$ cat config.mk
export PLATFORM = sky130hd
export DESIGN_NAME = sleep_timer_with_heat_protection_core_flat
export DESIGN_NICKNAME = d
export VERILOG_FILES = /design/src/stwhp_pkg.sv /design/src/stwhp_in_if.sv /design/src/stwhp_out_if.sv /design/src/stwhp_cfg_regs.sv /design/src/stwhp_step.sv /design/src/sleep_timer_with_heat_protection_core.sv /design/src/flat_wrapper.sv
export SDC_FILE = /design/constraint.sdc
export NUM_CORES = 1
export LEC_CHECK = 0
export BUFFER_PORTS_ARGS = -buffer_cell sky130_fd_sc_hd__buf_4
export CAP_MARGIN = 20
export CORE_UTILIZATION = 29
export CTS_BUF_LIST = sky130_fd_sc_hd__clkbuf_8
export DETAILED_ROUTE_END_ITERATION = 7
export PLACE_DENSITY_LB_ADDON = 0.12
export SYNTH_ARGS = -nofsm -noshare
export SYNTH_HDL_FRONTEND = slang
export SYNTH_SLANG_ARGS = --single-unit
$ cat constraint.sdc
create_clock -name clk_i -period 11.6 [get_ports clk_i]
set_input_delay 1.74 -clock clk_i [delete_from_list [all_inputs] [get_ports clk_i]]
set_output_delay 1.74 -clock clk_i [all_outputs]
set_load 0.01 [all_outputs]
$ cat src/stwhp_pkg.sv
// ----------------------------------------------------------------------------
// stwhp_pkg: shared types and constants of the sleep timer
// Field widths, command codes, register indexes, state and item structures,
// and the preset table of the countdown.
// ----------------------------------------------------------------------------
package stwhp_pkg;

  localparam int TICKS_PER_SECOND = 100;
  localparam int TickW            = 7;
  localparam int FuncW            = 2;
  localparam int ModeW            = 2;
  localparam int TimerModeW       = 3;
  localparam int SecW             = 16;
  localparam int CountW           = 16;
  localparam int HeatW            = 8;
  localparam int CfgIdxW          = 2;
  localparam int CfgDataW         = 16;
  localparam int NumPresets       = 6;

  localparam logic [ModeW-1:0] ModeProtected = ModeW'(2);
  localparam logic [ModeW-1:0] ModeOff       = ModeW'(0);

  typedef enum logic [FuncW-1:0] {
    FUNC_TICK    = 2'd0,
    FUNC_PRESET  = 2'd1,
    FUNC_SECONDS = 2'd2,
    FUNC_MODES   = 2'd3
  } func_e;

  typedef enum logic [CfgIdxW-1:0] {
    REG_TIMER_MODE   = 2'd0,
    REG_HEAT_DELAY   = 2'd1,
    REG_OVR_LIMIT    = 2'd2,
    REG_CORR_HEAT    = 2'd3
  } cfg_reg_e;

  typedef struct packed {
    logic [TimerModeW-1:0] timer_mode;
    logic [CountW-1:0]     heat_delay_limit;
    logic [CountW-1:0]     overrange_limit;
    logic [HeatW-1:0]      corrected_heat_level;
  } cfg_t;

  typedef struct packed {
    logic [FuncW-1:0] func;
    logic             device_on;
    logic [SecW-1:0]  seconds_value;
    logic [ModeW-1:0] stay_mode_in;
    logic [ModeW-1:0] gap_mode_in;
    logic             heat_start_in;
    logic             clear_overrange;
  } in_item_t;

  typedef struct packed {
    logic             power_off;
    logic             overrange;
    logic [HeatW-1:0] heat_level;
    logic [SecW-1:0]  seconds_left;
    logic [ModeW-1:0] stay_mode_out;
    logic [ModeW-1:0] gap_mode_out;
  } out_item_t;

  typedef struct packed {
    logic [TickW-1:0]  tick_count;
    logic [SecW-1:0]   seconds_left;
    logic [CountW-1:0] protect_count;
    logic [CountW-1:0] heat_delay_count;
    logic              heat_armed;
    logic [ModeW-1:0]  stay_mode;
    logic [ModeW-1:0]  gap_mode;
    logic              overrange_flag;
    logic [HeatW-1:0]  heat_level;
  } state_t;

  // Countdown length in seconds for each timed preset; continuous mode loads zero.
  function automatic logic [SecW-1:0] preset_secs(input logic [TimerModeW-1:0] mode);
    logic [SecW-1:0] secs;
    unique case (mode)
      3'd1:    secs = SecW'(30 * 60);
      3'd2:    secs = SecW'(60 * 60);
      3'd3:    secs = SecW'(2 * 60 * 60);
      3'd4:    secs = SecW'(4 * 60 * 60);
      3'd5:    secs = SecW'(8 * 60 * 60);
      default: secs = '0;
    endcase
    return secs;
  endfunction

endpackage

$ cat src/stwhp_in_if.sv
// ----------------------------------------------------------------------------
// stwhp_in_if: input channel of the sleep timer
// Valid/ready channel that carries one command or tick item.
// ----------------------------------------------------------------------------
interface stwhp_in_if;
  logic                          valid;
  logic                          ready;
  logic [stwhp_pkg::FuncW-1:0]   func;
  logic                          device_on;
  logic [stwhp_pkg::SecW-1:0]    seconds_value;
  logic [stwhp_pkg::ModeW-1:0]   stay_mode_in;
  logic [stwhp_pkg::ModeW-1:0]   gap_mode_in;
  logic                          heat_start_in;
  logic                          clear_overrange;

  modport source (
    output valid, func, device_on, seconds_value, stay_mode_in, gap_mode_in,
           heat_start_in, clear_overrange,
    input  ready
  );

  modport sink (
    input  valid, func, device_on, seconds_value, stay_mode_in, gap_mode_in,
           heat_start_in, clear_overrange,
    output ready
  );
endinterface

$ cat src/stwhp_out_if.sv
// ----------------------------------------------------------------------------
// stwhp_out_if: result channel of the sleep timer
// Valid/ready channel that carries one status item per input item.
// ----------------------------------------------------------------------------
interface stwhp_out_if;
  logic                          valid;
  logic                          ready;
  logic                          power_off;
  logic                          overrange;
  logic [stwhp_pkg::HeatW-1:0]   heat_level;
  logic [stwhp_pkg::SecW-1:0]    seconds_left;
  logic [stwhp_pkg::ModeW-1:0]   stay_mode_out;
  logic [stwhp_pkg::ModeW-1:0]   gap_mode_out;

  modport source (
    output valid, power_off, overrange, heat_level, seconds_left, stay_mode_out,
           gap_mode_out,
    input  ready
  );

  modport sink (
    input  valid, power_off, overrange, heat_level, seconds_left, stay_mode_out,
           gap_mode_out,
    output ready
  );
endinterface

$ cat src/stwhp_cfg_regs.sv
// ----------------------------------------------------------------------------
// stwhp_cfg_regs: configuration registers
// Holds timer mode, heat delay, over-range limit and corrected heat value.
// ----------------------------------------------------------------------------
module stwhp_cfg_regs (
  input  logic                              clk_i,
  input  logic                              rst_ni,
  input  logic                              cfg_we_i,
  input  logic [stwhp_pkg::CfgIdxW-1:0]     cfg_idx_i,
  input  logic [stwhp_pkg::CfgDataW-1:0]    cfg_data_i,
  output stwhp_pkg::cfg_t                   cfg_o
);
  import stwhp_pkg::*;

  cfg_t cfg_q, cfg_d;

  always_comb begin
    cfg_d = cfg_q;
    if (cfg_we_i) begin
      unique case (cfg_reg_e'(cfg_idx_i))
        REG_TIMER_MODE: cfg_d.timer_mode           = cfg_data_i[TimerModeW-1:0];
        REG_HEAT_DELAY: cfg_d.heat_delay_limit     = cfg_data_i[CountW-1:0];
        REG_OVR_LIMIT:  cfg_d.overrange_limit      = cfg_data_i[CountW-1:0];
        REG_CORR_HEAT:  cfg_d.corrected_heat_level = cfg_data_i[HeatW-1:0];
        default:        cfg_d = cfg_q;
      endcase
    end
  end

  always_ff @(posedge clk_i or negedge rst_ni) begin
    if (!rst_ni) begin
      cfg_q <= '0;
    end else begin
      cfg_q <= cfg_d;
    end
  end

  assign cfg_o = cfg_q;
endmodule

$ cat src/stwhp_step.sv
// ----------------------------------------------------------------------------
// stwhp_step: next-state logic of the sleep timer
// Applies one item to the state: prescaler, loads, mode writes and the
// one-second step with heat delay, protection counting and countdown.
// ----------------------------------------------------------------------------
module stwhp_step (
  input  stwhp_pkg::state_t   st_i,
  input  stwhp_pkg::cfg_t     cfg_i,
  input  stwhp_pkg::in_item_t item_i,
  output stwhp_pkg::state_t   st_o,
  output logic                power_off_o
);
  import stwhp_pkg::*;

  logic [TickW-1:0]  tick_inc;
  logic              sec_step;
  logic [CountW-1:0] hd_inc;
  logic [CountW-1:0] pc_inc1, pc_inc2, pc1, pc2, gap_cand;
  logic              stay_tick, gap_tick, trip1, trip2;
  state_t            nxt;
  logic              off;

  assign tick_inc = st_i.tick_count + TickW'(1);
  assign hd_inc   = st_i.heat_delay_count + CountW'(1);
  assign pc_inc1  = st_i.protect_count + CountW'(1);
  assign pc_inc2  = st_i.protect_count + CountW'(2);

  // Stay-on protection counts first; the gap count then builds on its result,
  // so with both modes protected the counter gains two in one second.
  assign stay_tick = (st_i.stay_mode == ModeProtected);
  assign trip1     = stay_tick && (pc_inc1 > cfg_i.overrange_limit);
  assign pc1       = stay_tick ? (trip1 ? '0 : pc_inc1) : st_i.protect_count;

  assign gap_tick  = (st_i.gap_mode == ModeProtected);
  assign gap_cand  = trip1 ? CountW'(1) : (stay_tick ? pc_inc2 : pc_inc1);
  assign trip2     = gap_tick && (gap_cand > cfg_i.overrange_limit);
  assign pc2       = gap_tick ? (trip2 ? '0 : gap_cand) : pc1;

  always_comb begin
    nxt      = st_i;
    off      = 1'b0;
    sec_step = 1'b0;

    unique case (func_e'(item_i.func))
      FUNC_TICK: begin
        if (item_i.device_on) begin
          if (tick_inc >= TickW'(TICKS_PER_SECOND)) begin
            sec_step       = 1'b1;
            nxt.tick_count = '0;
          end else begin
            nxt.tick_count = tick_inc;
          end
        end
      end
      FUNC_PRESET: begin
        nxt.tick_count = '0;
        if (cfg_i.timer_mode < TimerModeW'(NumPresets)) begin
          nxt.seconds_left  = preset_secs(cfg_i.timer_mode);
          nxt.protect_count = '0;
        end
      end
      FUNC_SECONDS: begin
        nxt.seconds_left = item_i.seconds_value;
        nxt.tick_count   = '0;
      end
      FUNC_MODES: begin
        nxt.stay_mode = item_i.stay_mode_in;
        nxt.gap_mode  = item_i.gap_mode_in;
        if (item_i.heat_start_in) begin
          nxt.heat_armed = 1'b1;
        end
        if (item_i.clear_overrange) begin
          nxt.overrange_flag = 1'b0;
        end
      end
      default: nxt = st_i;
    endcase

    if (sec_step) begin
      if (st_i.heat_armed) begin
        if (hd_inc > cfg_i.heat_delay_limit) begin
          nxt.heat_armed       = 1'b0;
          nxt.heat_delay_count = '0;
          nxt.heat_level       = cfg_i.corrected_heat_level;
        end else begin
          nxt.heat_delay_count = hd_inc;
        end
      end

      if (trip1) begin
        nxt.stay_mode      = ModeOff;
        nxt.overrange_flag = 1'b1;
      end

      if (st_i.seconds_left != '0) begin
        nxt.seconds_left  = st_i.seconds_left - SecW'(1);
        nxt.protect_count = pc2;
        if (trip2) begin
          nxt.gap_mode       = ModeOff;
          nxt.overrange_flag = 1'b1;
        end
      end else if (cfg_i.timer_mode != '0) begin
        // Countdown expired in a timed mode: request power-off and drop
        // both protection modes.
        off               = 1'b1;
        nxt.seconds_left  = '0;
        nxt.protect_count = '0;
        nxt.gap_mode      = ModeOff;
        nxt.stay_mode     = ModeOff;
      end else begin
        nxt.protect_count = pc1;
      end
    end
  end

  assign st_o        = nxt;
  assign power_off_o = off;
endmodule

$ cat src/sleep_timer_with_heat_protection_core.sv
// ----------------------------------------------------------------------------
// sleep_timer_with_heat_protection_core: sleep timer with heat protection
// Two-stage valid/ready pipeline around the next-state logic of the timer.
//
//   channel  dir  handshake         payload
//   in_i     in   valid/ready       func, device_on, seconds_value, modes, flags
//   out_o    out  valid/ready       power_off, overrange, heat, seconds, modes
//   cfg      in   cfg_we_i only     cfg_idx_i, cfg_data_i
//
// Each item is held in the input register, where the state update is
// computed, and then sits in the result register until it is taken.
// One item per cycle is sustained while the output is ready.
// The input stage keeps accepting while a result waits, up to one item deep.
// Reset clears the state, the configuration and both valid flags.
// ----------------------------------------------------------------------------
module sleep_timer_with_heat_protection_core (
  input  logic                           clk_i,
  input  logic                           rst_ni,
  stwhp_in_if.sink                       in_i,
  stwhp_out_if.source                    out_o,
  input  logic                           cfg_we_i,
  input  logic [stwhp_pkg::CfgIdxW-1:0]  cfg_idx_i,
  input  logic [stwhp_pkg::CfgDataW-1:0] cfg_data_i
);
  import stwhp_pkg::*;

  cfg_t      cfg;
  state_t    st_q, st_d;
  in_item_t  in_item;
  in_item_t  a_item_q;
  logic      a_valid_q, a_valid_d;
  out_item_t b_item_q, b_item_d;
  logic      b_valid_q, b_valid_d;
  logic      b_free, a_move, in_fire;
  logic      step_off;

  stwhp_cfg_regs u_cfg (
    .clk_i      (clk_i),
    .rst_ni     (rst_ni),
    .cfg_we_i   (cfg_we_i),
    .cfg_idx_i  (cfg_idx_i),
    .cfg_data_i (cfg_data_i),
    .cfg_o      (cfg)
  );

  stwhp_step u_step (
    .st_i        (st_q),
    .cfg_i       (cfg),
    .item_i      (a_item_q),
    .st_o        (st_d),
    .power_off_o (step_off)
  );

  assign in_item.func            = in_i.func;
  assign in_item.device_on       = in_i.device_on;
  assign in_item.seconds_value   = in_i.seconds_value;
  assign in_item.stay_mode_in    = in_i.stay_mode_in;
  assign in_item.gap_mode_in     = in_i.gap_mode_in;
  assign in_item.heat_start_in   = in_i.heat_start_in;
  assign in_item.clear_overrange = in_i.clear_overrange;

  assign b_free     = !b_valid_q || out_o.ready;
  assign a_move     = a_valid_q && b_free;
  assign in_i.ready = !a_valid_q || b_free;
  assign in_fire    = in_i.valid && in_i.ready;

  assign a_valid_d = in_fire || (a_valid_q && !b_free);
  assign b_valid_d = a_move || (b_valid_q && !out_o.ready);

  assign b_item_d.power_off     = step_off;
  assign b_item_d.overrange     = st_d.overrange_flag;
  assign b_item_d.heat_level    = st_d.heat_level;
  assign b_item_d.seconds_left  = st_d.seconds_left;
  assign b_item_d.stay_mode_out = st_d.stay_mode;
  assign b_item_d.gap_mode_out  = st_d.gap_mode;

  always_ff @(posedge clk_i or negedge rst_ni) begin
    if (!rst_ni) begin
      a_valid_q <= 1'b0;
      b_valid_q <= 1'b0;
      st_q      <= '0;
    end else begin
      a_valid_q <= a_valid_d;
      b_valid_q <= b_valid_d;
      if (a_move) begin
        st_q <= st_d;
      end
    end
  end

  always_ff @(posedge clk_i) begin
    if (in_fire) begin
      a_item_q <= in_item;
    end
    if (a_move) begin
      b_item_q <= b_item_d;
    end
  end

  assign out_o.valid         = b_valid_q;
  assign out_o.power_off     = b_item_q.power_off;
  assign out_o.overrange     = b_item_q.overrange;
  assign out_o.heat_level    = b_item_q.heat_level;
  assign out_o.seconds_left  = b_item_q.seconds_left;
  assign out_o.stay_mode_out = b_item_q.stay_mode_out;
  assign out_o.gap_mode_out  = b_item_q.gap_mode_out;

`ifndef SYNTHESIS
  // A power-off result always reports an empty countdown with both modes off.
  a_off_clean : assert property (@(posedge clk_i) disable iff (!rst_ni)
    out_o.valid && out_o.power_off |->
      out_o.seconds_left == '0 && out_o.stay_mode_out == ModeOff &&
      out_o.gap_mode_out == ModeOff)
    else $error("power-off result with nonzero countdown or active mode");

  // The prescaler never holds a full second.
  a_tick_range : assert property (@(posedge clk_i) disable iff (!rst_ni)
    st_q.tick_count < TickW'(TICKS_PER_SECOND))
    else $error("prescaler out of range");

  // An accepted item always lands in the input stage.
  a_accept_held : assert property (@(posedge clk_i) disable iff (!rst_ni)
    in_i.valid && in_i.ready |=> a_valid_q)
    else $error("accepted item lost");

  // The state only changes when an item leaves the input stage.
  a_state_hold : assert property (@(posedge clk_i) disable iff (!rst_ni)
    !a_move |=> $stable(st_q))
    else $error("state changed without an item");
`endif
endmodule
$ cat src/flat_wrapper.sv
// flat-port wrapper written by rule: the top's interface ports become plain ports
module sleep_timer_with_heat_protection_core_flat import stwhp_pkg::*;
  (clk_i, rst_ni, cfg_we_i, cfg_idx_i, cfg_data_i, in_i_valid, in_i_func, in_i_device_on, in_i_seconds_value, in_i_stay_mode_in, in_i_gap_mode_in, in_i_heat_start_in, in_i_clear_overrange, in_i_ready, out_o_valid, out_o_power_off, out_o_overrange, out_o_heat_level, out_o_seconds_left, out_o_stay_mode_out, out_o_gap_mode_out, out_o_ready);
  stwhp_in_if in_i_i ();
  stwhp_out_if out_o_i ();
  input  logic clk_i;
  input  logic rst_ni;
  input  logic cfg_we_i;
  input  logic [stwhp_pkg::CfgIdxW-1:0] cfg_idx_i;
  input  logic [stwhp_pkg::CfgDataW-1:0] cfg_data_i;
  input wire logic [$bits(in_i_i.valid)-1:0] in_i_valid;
  input wire logic [$bits(in_i_i.func)-1:0] in_i_func;
  input wire logic [$bits(in_i_i.device_on)-1:0] in_i_device_on;
  input wire logic [$bits(in_i_i.seconds_value)-1:0] in_i_seconds_value;
  input wire logic [$bits(in_i_i.stay_mode_in)-1:0] in_i_stay_mode_in;
  input wire logic [$bits(in_i_i.gap_mode_in)-1:0] in_i_gap_mode_in;
  input wire logic [$bits(in_i_i.heat_start_in)-1:0] in_i_heat_start_in;
  input wire logic [$bits(in_i_i.clear_overrange)-1:0] in_i_clear_overrange;
  output wire logic [$bits(in_i_i.ready)-1:0] in_i_ready;
  output wire logic [$bits(out_o_i.valid)-1:0] out_o_valid;
  output wire logic [$bits(out_o_i.power_off)-1:0] out_o_power_off;
  output wire logic [$bits(out_o_i.overrange)-1:0] out_o_overrange;
  output wire logic [$bits(out_o_i.heat_level)-1:0] out_o_heat_level;
  output wire logic [$bits(out_o_i.seconds_left)-1:0] out_o_seconds_left;
  output wire logic [$bits(out_o_i.stay_mode_out)-1:0] out_o_stay_mode_out;
  output wire logic [$bits(out_o_i.gap_mode_out)-1:0] out_o_gap_mode_out;
  input wire logic [$bits(out_o_i.ready)-1:0] out_o_ready;
  assign in_i_i.valid = in_i_valid;
  assign in_i_i.func = in_i_func;
  assign in_i_i.device_on = in_i_device_on;
  assign in_i_i.seconds_value = in_i_seconds_value;
  assign in_i_i.stay_mode_in = in_i_stay_mode_in;
  assign in_i_i.gap_mode_in = in_i_gap_mode_in;
  assign in_i_i.heat_start_in = in_i_heat_start_in;
  assign in_i_i.clear_overrange = in_i_clear_overrange;
  assign in_i_ready = in_i_i.ready;
  assign out_o_valid = out_o_i.valid;
  assign out_o_power_off = out_o_i.power_off;
  assign out_o_overrange = out_o_i.overrange;
  assign out_o_heat_level = out_o_i.heat_level;
  assign out_o_seconds_left = out_o_i.seconds_left;
  assign out_o_stay_mode_out = out_o_i.stay_mode_out;
  assign out_o_gap_mode_out = out_o_i.gap_mode_out;
  assign out_o_i.ready = out_o_ready;
  sleep_timer_with_heat_protection_core u_core (.clk_i(clk_i), .rst_ni(rst_ni), .in_i(in_i_i), .out_o(out_o_i), .cfg_we_i(cfg_we_i), .cfg_idx_i(cfg_idx_i), .cfg_data_i(cfg_data_i));
endmodule
* Word-level counts from Yosys, hierarchy flattened
Index checks and enable logic that the tools add are counted.
W data, S select, Z words.
** Storage, ports and cells
- Register bits :: 169
- Output and inout port bits :: 32
- Word-level logic and storage cells :: 119
** Operators by class
- $add $sub $neg :: 5
- Magnitude comparators :: 5
- Equal/unequal tests :: 14
- Multiplexer cells :: 36
- Bitwise gates (word level) :: 1
- Reduce and logical (&&, ||, !) cells :: 30
** Operator list (number)
- $mux W16 :: 10
- $pmux W15 S5 :: 1
- $mux W32 :: 2
- $mux W62 :: 1
- $gt A16 B16 Y1 :: 3
- $add A16 B1 Y16 const B :: 2
- $pmux W16 S2 :: 1
- $mux W17 :: 1
- $add A16 B2 Y16 const B :: 1
- $mux W8 :: 2
- $reduce_bool A16 Y1 :: 1
- $sub A16 B1 Y16 const B :: 1
- $mux W7 :: 2
- $pmux W7 S2 :: 1
- $eq A2 B2 Y1 const B :: 6
- $mux W1 :: 9
- $reduce_and A3 Y1 :: 3
- $reduce_and A2 Y1 :: 4
- $add A7 B1 Y7 const B :: 1
- $ge A7 B7 Y1 const B :: 1
- $eq A3 B2 Y1 const B :: 2
- $eq A3 B3 Y1 const B :: 2
- $logic_and A1 B1 Y1 :: 6
- $mux W2 :: 3
- 14 further kinds :: 25

* Logic depth before layout (Yosys ltp)
- Word-level depth :: 10
- Depth in mapped cells :: 23
- Depth with buffers taken out :: 21

* Modules after synthesis
From an unflattened synthesis, not the netlist that was laid out.
** Unflattened totals
- Cells, all modules :: 975
- Area, all modules :: 10359.9 um^2
** By module, submodules not included
- sleep_timer_with_heat_protection_core :: instances 1, cells each 209, area an instance 4339.2 um^2, sequential area each 3428.3 um^2
- stwhp_step :: instances 1, cells each 674, area an instance 4300.4 um^2, sequential area each 0.0 um^2
- stwhp_cfg_regs :: instances 1, cells each 92, area an instance 1720.4 um^2, sequential area each 1076.0 um^2

* Least setup slack after synthesis
Ideal clock, no wire load.
- Path type :: register -> register
- Start point :: register u_core.st_q[33] (netlist name)
- End point :: register u_core.st_q[42] (netlist name)
- Data arrival time :: 5.316 ns
- Path slack :: 6.189 ns
- Stages on the path, launching flop included :: 24
- Clock period less this slack :: 5.411 ns
- Cells stage by stage :: dfrtp_1 > clkbuf_1 > nand4_1 > nor2_1 > nand2_1 > nor2_1 > xor2_1 > ha_1 > nand4_1 > or4_1 > a21oi_1 > a211oi_1 > nor2_1 > clkbuf_1 > nor2_1 > ha_1 > a21oi_1 > o21ai_0 > a221o_1 > o31ai_1 > and3_1 > clkbuf_1 > a2bb2oi_1 > a311oi_2
** Between the ends
- Word-level cells in the longest chain between the ends :: 10
- Elaborated cells on any way between the ends :: 15
- Classes of those cells :: 2 x add/sub; 2 x order compare; 9 x mux; 2 x reduce/logical
** Ends and longest elaborated chain
- from (decl) :: line sleep_timer_with_heat_protection_core.sv:28 : state_t st_q, st_d;
- from (signal assigned) :: line sleep_timer_with_heat_protection_core.sv:86 : st_q <= st_d;
- $add A16 B1 Y16 :: line stwhp_step.sv:25 : assign pc_inc1 = st_i.protect_count + CountW'(1);
- $gt A16 B16 Y1 :: line stwhp_step.sv:31 : assign trip1 = stay_tick && (pc_inc1 > cfg_i.overrange_limit);
- $logic_and A1 B1 Y1 :: line stwhp_step.sv:31
- $mux W16 :: line stwhp_step.sv:35 : assign gap_cand = trip1 ? CountW'(1) : (stay_tick ? pc_inc2 : pc_inc1);
- $gt A16 B16 Y1 :: line stwhp_step.sv:36 : assign trip2 = gap_tick && (gap_cand > cfg_i.overrange_limit);
- $logic_and A1 B1 Y1 :: line stwhp_step.sv:36
- $mux W16 (2 in a row) :: line stwhp_step.sv:37 : assign pc2 = gap_tick ? (trip2 ? '0 : gap_cand) : pc1;
- $mux W32 * :: line stwhp_step.sv:95 : if (st_i.seconds_left != '0) begin
- $mux W62 * :: line stwhp_step.sv:79 : if (sec_step) begin
Mark *: on every way between the ends. The rest lies on a longest branch, timed or not.
A chain may end at the register's enable or synchronous reset.

* Worst setup path after layout
- Start point :: register u_core.st_q[32] (netlist name)
- End point :: register u_core.st_q[42] (netlist name)
Same word-level chain as after synthesis.

==> results_dict.tcl <==
set metrics [dict create \
    status "finished clean" \
    grt_overflow 0 \
    synthTopCellsByArea "dfrtp_1 28%, edfxtp_1 16%, ha_1 7.6%" \
    drc 0 \
    wl_per_cell_um 18.0 \
    period_needed_ns 6.03 \
    seq_area_sq_um 4500 \
    fin_skew_ns 0.0171 \
    crit_arrival_ns 6.43 \
    cp.required_ns 12.00 \
    synth.largest_area_cell "dfrtp_1" \
    fin_setup_tns_ns 0 \
    synth-seq-cells 169 \
    ant_nets 0 \
    final.fill_count 3486 \
    worstReg2RegEnd "u_core.st_q[42]$_DFFE_PN0P_" \
    holdPathStages 1 \
    hold_slack_ns 0.492 \
    gp_congestion 0.838 \
    met1_usage_pct 22.2 \
    grtUsageMet3_pct 2.83 \
    grt_pass1_wl_um 43700 \
    clock_latency_ns 0.49 \
    synth_edf_count 55 \
    post_cts_buffers 0 \
    synthMostInstantiatedCell "dfrtp_1" \
    syn_to_final_growth_pct 14.2 \
    grt_busiest_layer "met2" \
    power.leakage_nw 4.95 \
    dieArea_sq_um 35400 \
    start_util_pct 29.7 \
    antenna_found_initial 0 \
    endpoint_kind "register" \
    slew_headroom_pct 28.0 \
    synth_ff_type "dfrtp_1" \
    drv_cap 0 \
    clk_pin_slew_ns 0.09 \
    synth_common_cells "114 x dfrtp_1, 90 x nand2_1, 71 x nor2_1" \
    drive_above_1_share_pct 19.2 \
    worstHoldStart "u_core.a_valid_q$_DFF_PN0_" \
    firstDrtPassIters 5 \
    critPathKind "reg -> reg" \
    drt_wl_total_um 27400 \
    io_pins 80 \
    synth.avg_cell_area_sq_um 10.1 \
    synth_nets 1107 \
    fin_crit_sh_pct 52.0 \
    hold_path_class "reg -> reg" \
    finalNonFillerCells 1521 \
    seq_area_frac_synth_pct 44.8 \
    clock-sinks 169 \
    rows 67 \
    rsz0062_at_grt "no" \
    cp_max_fo 17 \
    clockBufferDepth 2 \
    async_flop_share_pct 67.5 \
    hold_viol_final 0 \
    cellPowerDensity_nw_per_um2 133 \
    synthCells 998 \
    io_buffers 79 \
    synth_top_area_share_pct 28.4 \
    cts_buffers 17 \
    core_area_sq_um 33800 \
    via_count 7734 \
    diodes 0 \
    fmax_mhz 166 \
    cts_tree "yes" \
    die_y_um 188 \
    report.final.slew_viol_count 0 \
    viasPerCell 5.08 \
    worst_pin_slew_ns 1.07 \
    r2r_slack_ns 5.57 \
    cts_htree_levels 4 \
    drt-initial-drc-count 527 \
    cp-start-kind "register" \
    use_met2_pct 24.9 \
    synth_area_sq_um 10000 \
    min_to "u_core.out_o.valid$_DFF_PN0_" \
    multiInputGateArea_sq_um 5130 \
    grt_usage_pct 16.0 \
    r2r.worst_path.cells 22 \
    synth_cell_type_count 76 \
    grt_max_degree 63 \
    fin_nets 1169 \
    cts_hold_buf 0 \
    r2r_start "u_core.st_q[32]$_DFFE_PN0P_" \
    grt_pass1_vias 7715 \
    die_w_um 188 \
    clockRootBuffer "clkbuf_8" \
    cts_resized 0 \
    setup_violations 0 \
    ys_warn_count 0 \
    ir_drop_v 0.0000739 \
    placed_cells 1489 \
    place_hpwl_um 19700 \
]
## how the worst max path moves through the flow
stage	from	end	slack (ns)	cells after the start
detailed placement	u_core.st_q[32]$_DFFE_PN0P_	u_core.st_q[42]$_DFFE_PN0P_	5.64	22
global route	u_core.st_q[32]$_DFFE_PN0P_	u_core.st_q[42]$_DFFE_PN0P_	4.98	22
finish	u_core.st_q[32]$_DFFE_PN0P_	u_core.st_q[42]$_DFFE_PN0P_	5.57	22
floorplan	u_core.st_q[33]$_DFFE_PN0P_	u_core.st_q[42]$_DFFE_PN0P_	6.19	23
global placement	u_core.st_q[32]$_DFFE_PN0P_	u_core.st_q[42]$_DFFE_PN0P_	5.80	20
CTS	u_core.st_q[32]$_DFFE_PN0P_	u_core.st_q[42]$_DFFE_PN0P_	5.61	22
## cell families (layout without fill, tap and decap cells)
logic type               count (synthesis)  after routing  synth area share (%)
buffers and inverters                  107            182                  4.22
AND/OR/NAND/NOR                        304            304                  14.8
adder cells (fa/ha/maj)                 61             61                  7.60
flip-flops                             169            169                  44.8
XOR/XNOR                                49             49                  4.27
multiplexers                            73             73                  8.06
AO/OA/AOI/OAI                          235            235                  16.2
## layout by cell type, fill, tap and decap left out, types with 10 or more instances in the layout
cell	count
a21oi_1	36
buf_4	91
edfxtp_1	55
inv_1	59
mux2i_1	10
a22oi_1	10
xnor2_1	32
o22ai_1	14
nor2_1	71
nand3_1	30
clkbuf_8	20
a21o_1	15
dfrtp_1	114
mux2_2	63
xor2_1	17
nor3_1	18
ha_1	61
a31oi_1	11
nand4_1	20
o21ai_0	55
nand2b_1	13
nand2_1	90
## report_power, final
part           internal (mW)  leakage [nW]  switching (mW)
combinational          0.153          2.76           0.208
clock                  0.185         0.198           0.233
sequential             0.687          1.99          0.0563
total                   1.03          4.95           0.498
## layout make-up
cell class,instances,area share [%]
timing repair buffer,91,5.95
inverter,59,1.93
clock buffer,20,2.40
tap,448,4.88
multi-input combinational,722,44.7
sequential,169,39.3
clock inverter,12,0.872
## critical path: stages (launching register included)
cell and delay (ns):
dfrtp_1 0.48, ha_1 0.30, nand2_1 0.10, nor4_1 0.33
nand2_1 0.20, nor2_1 0.17, xor2_1 0.09, ha_1 0.31
nand4_1 0.12, or4_1 0.49, a21oi_1 0.25, a211oi_1 0.13
nor2_1 0.11, buf_4 0.23, nor2_1 0.10, ha_1 0.29
a21oi_1 0.13, o21ai_0 0.09, a221o_1 0.41, o31ai_1 0.57
and3_1 0.66, a2bb2oi_1 0.16, a311oi_2 0.21
## per-layer routing
layer | up-vias | share of wire [%] | wire [um]
li1 | 3787 | - | -
met1 | 3756 | 49 | 13400
met2 | 163 | 46 | 12500
met3 | 28 | 3.4 | 927
met4 | 0 | 1.7 | 472
met5 | - | 0 | 0
## through the flow
step | area (sq um) | worst slack [ns] | power (mW) | util, %
5_1_grt | 11500 | 4.98 | 1.62 | 34.0
4_1_cts | 11500 | 5.61 | 1.55 | 34.0
2_1_floorplan | 10000 | 6.19 | 0.990 | -
3_5_place_dp | 11100 | 5.64 | 1.12 | 32.9
6_report | 11500 | 5.57 | 1.52 | 34.0
3_3_place_gp | 11100 | 5.80 | 1.12 | 32.8
## registers in the layout (all words and copies together), names as in the netlist, 2 cells and up
name / cells
u_core.st_q: 69
u_core.u_cfg.cfg_o: 43
u_core.a_item_q: 25
u_core.out_o.seconds_left: 16
u_core.out_o.heat_level: 8
u_core.out_o.gap_mode_out: 2
u_core.out_o.stay_mode_out: 2
(Power assumes the default switching activity.)
